--- src/ctb_pkg.sv ---
// package: sizes, codes and word types of the capability table checker
`default_nettype none
package ctb_pkg;

    localparam int CAP_ENTRIES       = 1024;
    localparam int CONTEXTS          = 256;
    localparam int SLOTS_PER_CONTEXT = 32;

    localparam int EIDX_W = $clog2(CAP_ENTRIES);
    localparam int CNT_W  = $clog2(CAP_ENTRIES + 1);
    localparam int CIDX_W = $clog2(CONTEXTS);
    localparam int CCNT_W = $clog2(CONTEXTS + 1);
    localparam int FILL_W = $clog2(SLOTS_PER_CONTEXT + 1);
    localparam int SA_W   = $clog2(CONTEXTS * SLOTS_PER_CONTEXT);

    localparam logic [2:0] M_CREATE   = 3'd0;
    localparam logic [2:0] M_VALIDATE = 3'd1;
    localparam logic [2:0] M_REVOKE   = 3'd2;
    localparam logic [2:0] M_CHK_PERM = 3'd3;
    localparam logic [2:0] M_CHK_ACC  = 3'd4;
    localparam logic [2:0] M_BIND     = 3'd5;
    localparam logic [2:0] M_UNBIND   = 3'd6;
    localparam logic [2:0] M_QUERY    = 3'd7;

    localparam logic [2:0] ST_OK        = 3'd0;
    localparam logic [2:0] ST_INVALID   = 3'd1;
    localparam logic [2:0] ST_NOT_FOUND = 3'd2;
    localparam logic [2:0] ST_REVOKED   = 3'd3;
    localparam logic [2:0] ST_DENIED    = 3'd4;
    localparam logic [2:0] ST_LIMIT     = 3'd5;
    localparam logic [2:0] ST_BOUND     = 3'd6;

    typedef struct packed {
        logic [2:0]  mode;
        logic [15:0] cap_id;
        logic [31:0] perm_mask;
        logic [31:0] res_type;
        logic [63:0] base_or_addr;
        logic [63:0] extent;
        logic [31:0] need_mask;
        logic [31:0] exec_ctx;
    } ctb_in_t;

    typedef struct packed {
        logic [2:0]  status;
        logic [15:0] out_id;
        logic [31:0] out_perms;
        logic [31:0] out_type;
    } ctb_out_t;

    typedef struct packed {
        logic        rvk;
        logic [31:0] perms;
        logic [31:0] rtype;
        logic [63:0] base;
        logic [63:0] len;
    } ctb_entry_t;

endpackage
`default_nettype wire

--- src/ctb_bounds.sv ---
// exact 65-bit bounds test for an access against a stored resource
`default_nettype none
module ctb_bounds
    import ctb_pkg::*;
(
    input  wire logic [63:0] addr,
    input  wire logic [63:0] ext,
    input  wire logic [63:0] base,
    input  wire logic [63:0] len,
    output logic             deny
);
    logic [64:0] acc_end;
    logic [64:0] res_end;

    // sums carried one bit wider so that nothing wraps
    assign acc_end = {1'b0, addr} + {1'b0, ext};
    assign res_end = {1'b0, base} + {1'b0, len};
    assign deny    = (addr < base) || (acc_end > res_end);
endmodule
`default_nettype wire

--- config.mk ---
export PLATFORM = sky130hd
export DESIGN_NAME = ctb_bounds
export DESIGN_NICKNAME = d
export VERILOG_FILES = /design/src/ctb_pkg.sv /design/src/ctb_bounds.sv
export SDC_FILE = /design/constraint.sdc
export NUM_CORES = 1
export LEC_CHECK = 0
export ABC_AREA = 1
export ABC_CLOCK_PERIOD_IN_PS = 4700
export BUFFER_PORTS_ARGS = -buffer_cell sky130_fd_sc_hd__buf_2
export CAP_MARGIN = 30
export CORE_MARGIN = 4
export CORE_UTILIZATION = 60
export DETAILED_ROUTE_END_ITERATION = 12
export PLACE_DENSITY = 0.92
export SKIP_LAST_GASP = 1
export SYNTH_ARGS = -nofsm -noshare
export SYNTH_HDL_FRONTEND = slang
export SYNTH_SLANG_ARGS = --single-unit
--- constraint.sdc ---
create_clock -name vclk -period 4.7
set_input_delay 0.705 -clock vclk [all_inputs]
set_output_delay 0.705 -clock vclk [all_outputs]
set_load 0.1 [all_outputs]
# Yosys cells after proc, flatten, opt, wreduce, memory -nomap -nowiden
# Cells that the tools add are included.
# word_totals
ff_bits,0
in_bits,256
word_cells,5
# op_classes
addsub,2
order_cmp,2
reduce_logical,1
# op_table
cell,count
64-bit by 64-bit adder with 65-bit output,2
65-bit greater-than comparator,1
64-bit less-than comparator,1
1-bit logical OR,1

# Depth between registers and ports, before layout
# depth
word_depth,3
depth_mapped,29
mapped_depth_nobuf,29

# Worst setup path before layout
# Ideal clock, no wire load.
# synth_timing
kind,input port to output port
from,in base[0]
to,out deny
t_arrival_ps,3877
slack_ps,118
stages,27
path_cell_list,ha_1 > inv_1 > fa_1 > inv_1 > nand3_1 > nand2_2 > nand2_2 > nand2_4 > nand3_2 > nand2_2 > nand2_1 > nand2_2 > nand2_2 > nand3_1 > nand2_1 > ha_1 > nand2_1 > nor2_1 > nor3b_1 > nand2_1 > nor2_1 > nand2_1 > nand2_1 > nor2_1 > nand2_1 > nand2_1 > nand2_1
# synth_via
elab_chain_len,3
word_cells_on_any_way,4
cone_classes,add/sub: 1; order compare: 2; reduce/logical: 1
# synth_lines
element,line_no,text
from (decl),ctb_bounds.sv:8,"input wire logic [63:0] base,"
64-bit by 64-bit adder with 65-bit output,ctb_bounds.sv:17,"assign res_end = {1'b0, base} + {1'b0, len};"
65-bit greater-than comparator,ctb_bounds.sv:18,assign deny = (addr < base) || (acc_end > res_end);
1-bit logical OR (*),ctb_bounds.sv:18,
to (decl),ctb_bounds.sv:10,output logic deny
# Every way passes the cells marked *; elsewhere a longest branch is shown, timed or not.

# Worst setup path after layout
# layout_timing
from,in addr[52]
to,out deny
# layout_via
elab_chain_len,3
word_cells_on_any_way,4
cone_classes,add/sub: 1; order compare: 2; reduce/logical: 1
# layout_lines
element,line_no,text
from (decl),ctb_bounds.sv:6,"input wire logic [63:0] addr,"
64-bit by 64-bit adder with 65-bit output,ctb_bounds.sv:16,"assign acc_end = {1'b0, addr} + {1'b0, ext};"
65-bit greater-than comparator,ctb_bounds.sv:18,
1-bit logical OR (*),ctb_bounds.sv:18,
# Marks and branches as above.

==> results.cfg <==
[final_layout]
diodes = 0
final_common_cell = nand2_1
fin_nets = 3584
register_area_um2 = 0
clockBufferCount = 0
seq_cell_count = 0
syn_to_final_growth_pct = 24.82
final_cell_mix = 943 x nand2_1, 514 x inv_1, 255 x buf_2, 206 x nor2_1, 189 x ha_1
drive_above_1_share = 0.2311
utilization = 0.7670

[synth]
ys_types = 34
synth_compound_area_frac = 0.1335
syn_nets = 3251
synth_top_cell_area_share = 0.2674
syn_area_per_cell_um2 = 5.129
synthXorXnorAreaFrac = 0.03993
synth_area_leader_cell = nand2_1
ys_seq_area_frac = 0
netlist_area_um2 = 14040
synth_mux_area_frac = 0
synthTopCellsByArea = nand2_1 27%, ha_1 23%, inv_1 14%
synth_cells = 2737
ys_warn_count = 0
synthAdderAreaFrac = 0.2310
synth_top_family_by_area = simple AND/OR/NAND/NOR gates
yosys.area_share.simple = 0.4557

[placement]
gp_congestion = 1.075
post-place-ws_ns = 0.002735
io_buffers = 257
hpwl_um = 51590

[sta]
slew_violations = 0
hold_violations = 0
setup_viol = 0
slew_headroom = 0.7124
worst_pin_slew_ns = 0.4284
timing.fmax_mhz = 216.6
fin_ws_ns = 0.08415
min_period_ns = 4.616
fin_tns_setup_ns = 0
min_period_over_period = 0.9821

[global_route]
antenna_found_initial = 0
grt_max_degree = 8
grt_pass1_vias = 17320
grt_pass1_wl_um = 86370
grt_usage = 0.4130
overflow = 0

[floorplan]
dieHeight_um = 161.0
pin_count = 257
row_count = 55
dieWidth_um = 161.0
coreArea_um2 = 22850
die-area_um2 = 25910
start_util = 0.6145

[critical_path]
critPathTopFamily = simple AND/OR/NAND/NOR gates
cpMaxStageDelayCell = ha_2
cpPeakStageDelay_ns = 0.41
cpMostUsedCell = nand2_1
crit_chain = buf_2 > ha_2 > nand2_1 > nor2_2 > inv_1 > nor2_2 > nand2_1 > nor4_2 > nand2_1 > nand4_1 > nand2_1 > ha_1 > nand2_1 > nor2_2 > nor3b_4 > nand2_2 > nor2_2 > nand2_1 > nand2_1 > nor2_1 > nand2_1 > nand2_1 > nand2_2 > buf_12
crit_fanout = 4
crit_required_ns = 3.99
crit_path_end_kind = output pin
cp.arrival_ns = 3.91
crit_path_start_kind = input port
crit_type = in2out
cp.buffers_inverters = 3

[power]
powerDensity_nw_per_um2 = 153.1
total_power_mw = 2.683
ir_drop_mv = 0.08215
p_leak_nw = 10.14

[drt]
firstDrtPassIters = 7
route.final.wire_length_um = 60900
via_count = 19580
wl_per_cell_um = 18.01
first_iter_violations = 2253
detail-route-antenna-nets = 0
drc = 0
via_per_inst = 5.790

[run_status]
status = complete, no violations

[hold_path]
hold_path.class = in2out

[run]
drv_cap = 0

[clocking]
cts_hold_buf = 0
## cell type report
class | count | area [µm²]
multi-input combinational | 2214 | 13310
fill | 1986 | 5324
inverter | 523 | 1963
timing repair buffer | 331 | 1859
tap | 313 | 391.6
## tightest hold or removal path, cell delays in order
cell,delay (ns)
buf_2,0.11
ha_1,0.14
a211oi_1,0.05
nand2_1,0.05
nand2_1,0.04
nand2_1,0.07
nor2_1,0.05
nand2_1,0.07
nand2_2,0.07
buf_12,0.16
## cells by family (layout without fill, tap and decap cells)
kind of cell | after synthesis | in the layout
XOR/XNOR | 64 | 64
buffers and inverters | 523 | 854
AND/OR/NAND/NOR | 1540 | 1540
adder cells (fa/ha/maj) | 258 | 258
AO/OA/AOI/OAI | 352 | 352
## synth_stat cells
cell type  number
and3_1          1
ha_1          256
nor4_2          1
o21ai_0        85
a211oi_1        3
fa_1            2
nand4_1        27
nor4_1          7
o21bai_1       23
xnor2_1        31
xor2_1         33
a21o_1          3
nand2_1      1000
a21oi_2         4
nand3_2         8
nor3_1         26
and2_1          1
nor2_1        263
inv_1         519
or2_2           1
nand2_4         3
o21ai_1         6
nand3b_1       13
nor3b_1         2
nand3_1       110
nor2_4          1
nor2_2         29
nand2_2        42
o211ai_1        2
o31ai_1         1
o21a_1          7
inv_2           4
nor3_2          5
a21oi_1       218
## worst paths after layout
| check | endpoint | slack, ns | cells past startpoint | startpoint |
|---|---|---|---|---|
| max | deny | 0.08 | 24 | addr[52] |
| min | deny | 2.23 | 10 | addr[55] |
## power by group
group          internal, mW  switching, mW  leakage, nW  total, mW
Clock                     0              0            0          0
Sequential                0              0            0          0
Combinational         0.984           1.70         10.1       2.68
Total                 0.984           1.70         10.1       2.68
## metrics by stage
step / std cells / area [µm²] / hold slack (ns)
floorplan: 2737 / 14040 / 2.305
global placement: 3368 / 16190 / 2.211
detailed placement: 3368 / 16190 / 2.219
CTS: 3368 / 16190 / 2.230
global route: 3381 / 17520 / 2.291
finish: 3381 / 17520 / 2.226
## metal layers
layer | vias to the layer above | GRT usage | wire [µm]
met5 | - | 0 | 0
met4 | 0 | 0.2765 | 5406
met3 | 312 | 0.03746 | 6723
met2 | 1438 | 0.6763 | 26200
met1 | 8545 | 0.5149 | 22560
li1 | 9280 | - | -
## what timing repair did
item	4_1_cts	5_1_grt
setup buffers	0	13
resized for setup	1	326
setup endpoints to repair	1	1
pin swaps	0	39
No activity file was read; power rests on OpenSTA's default activity.
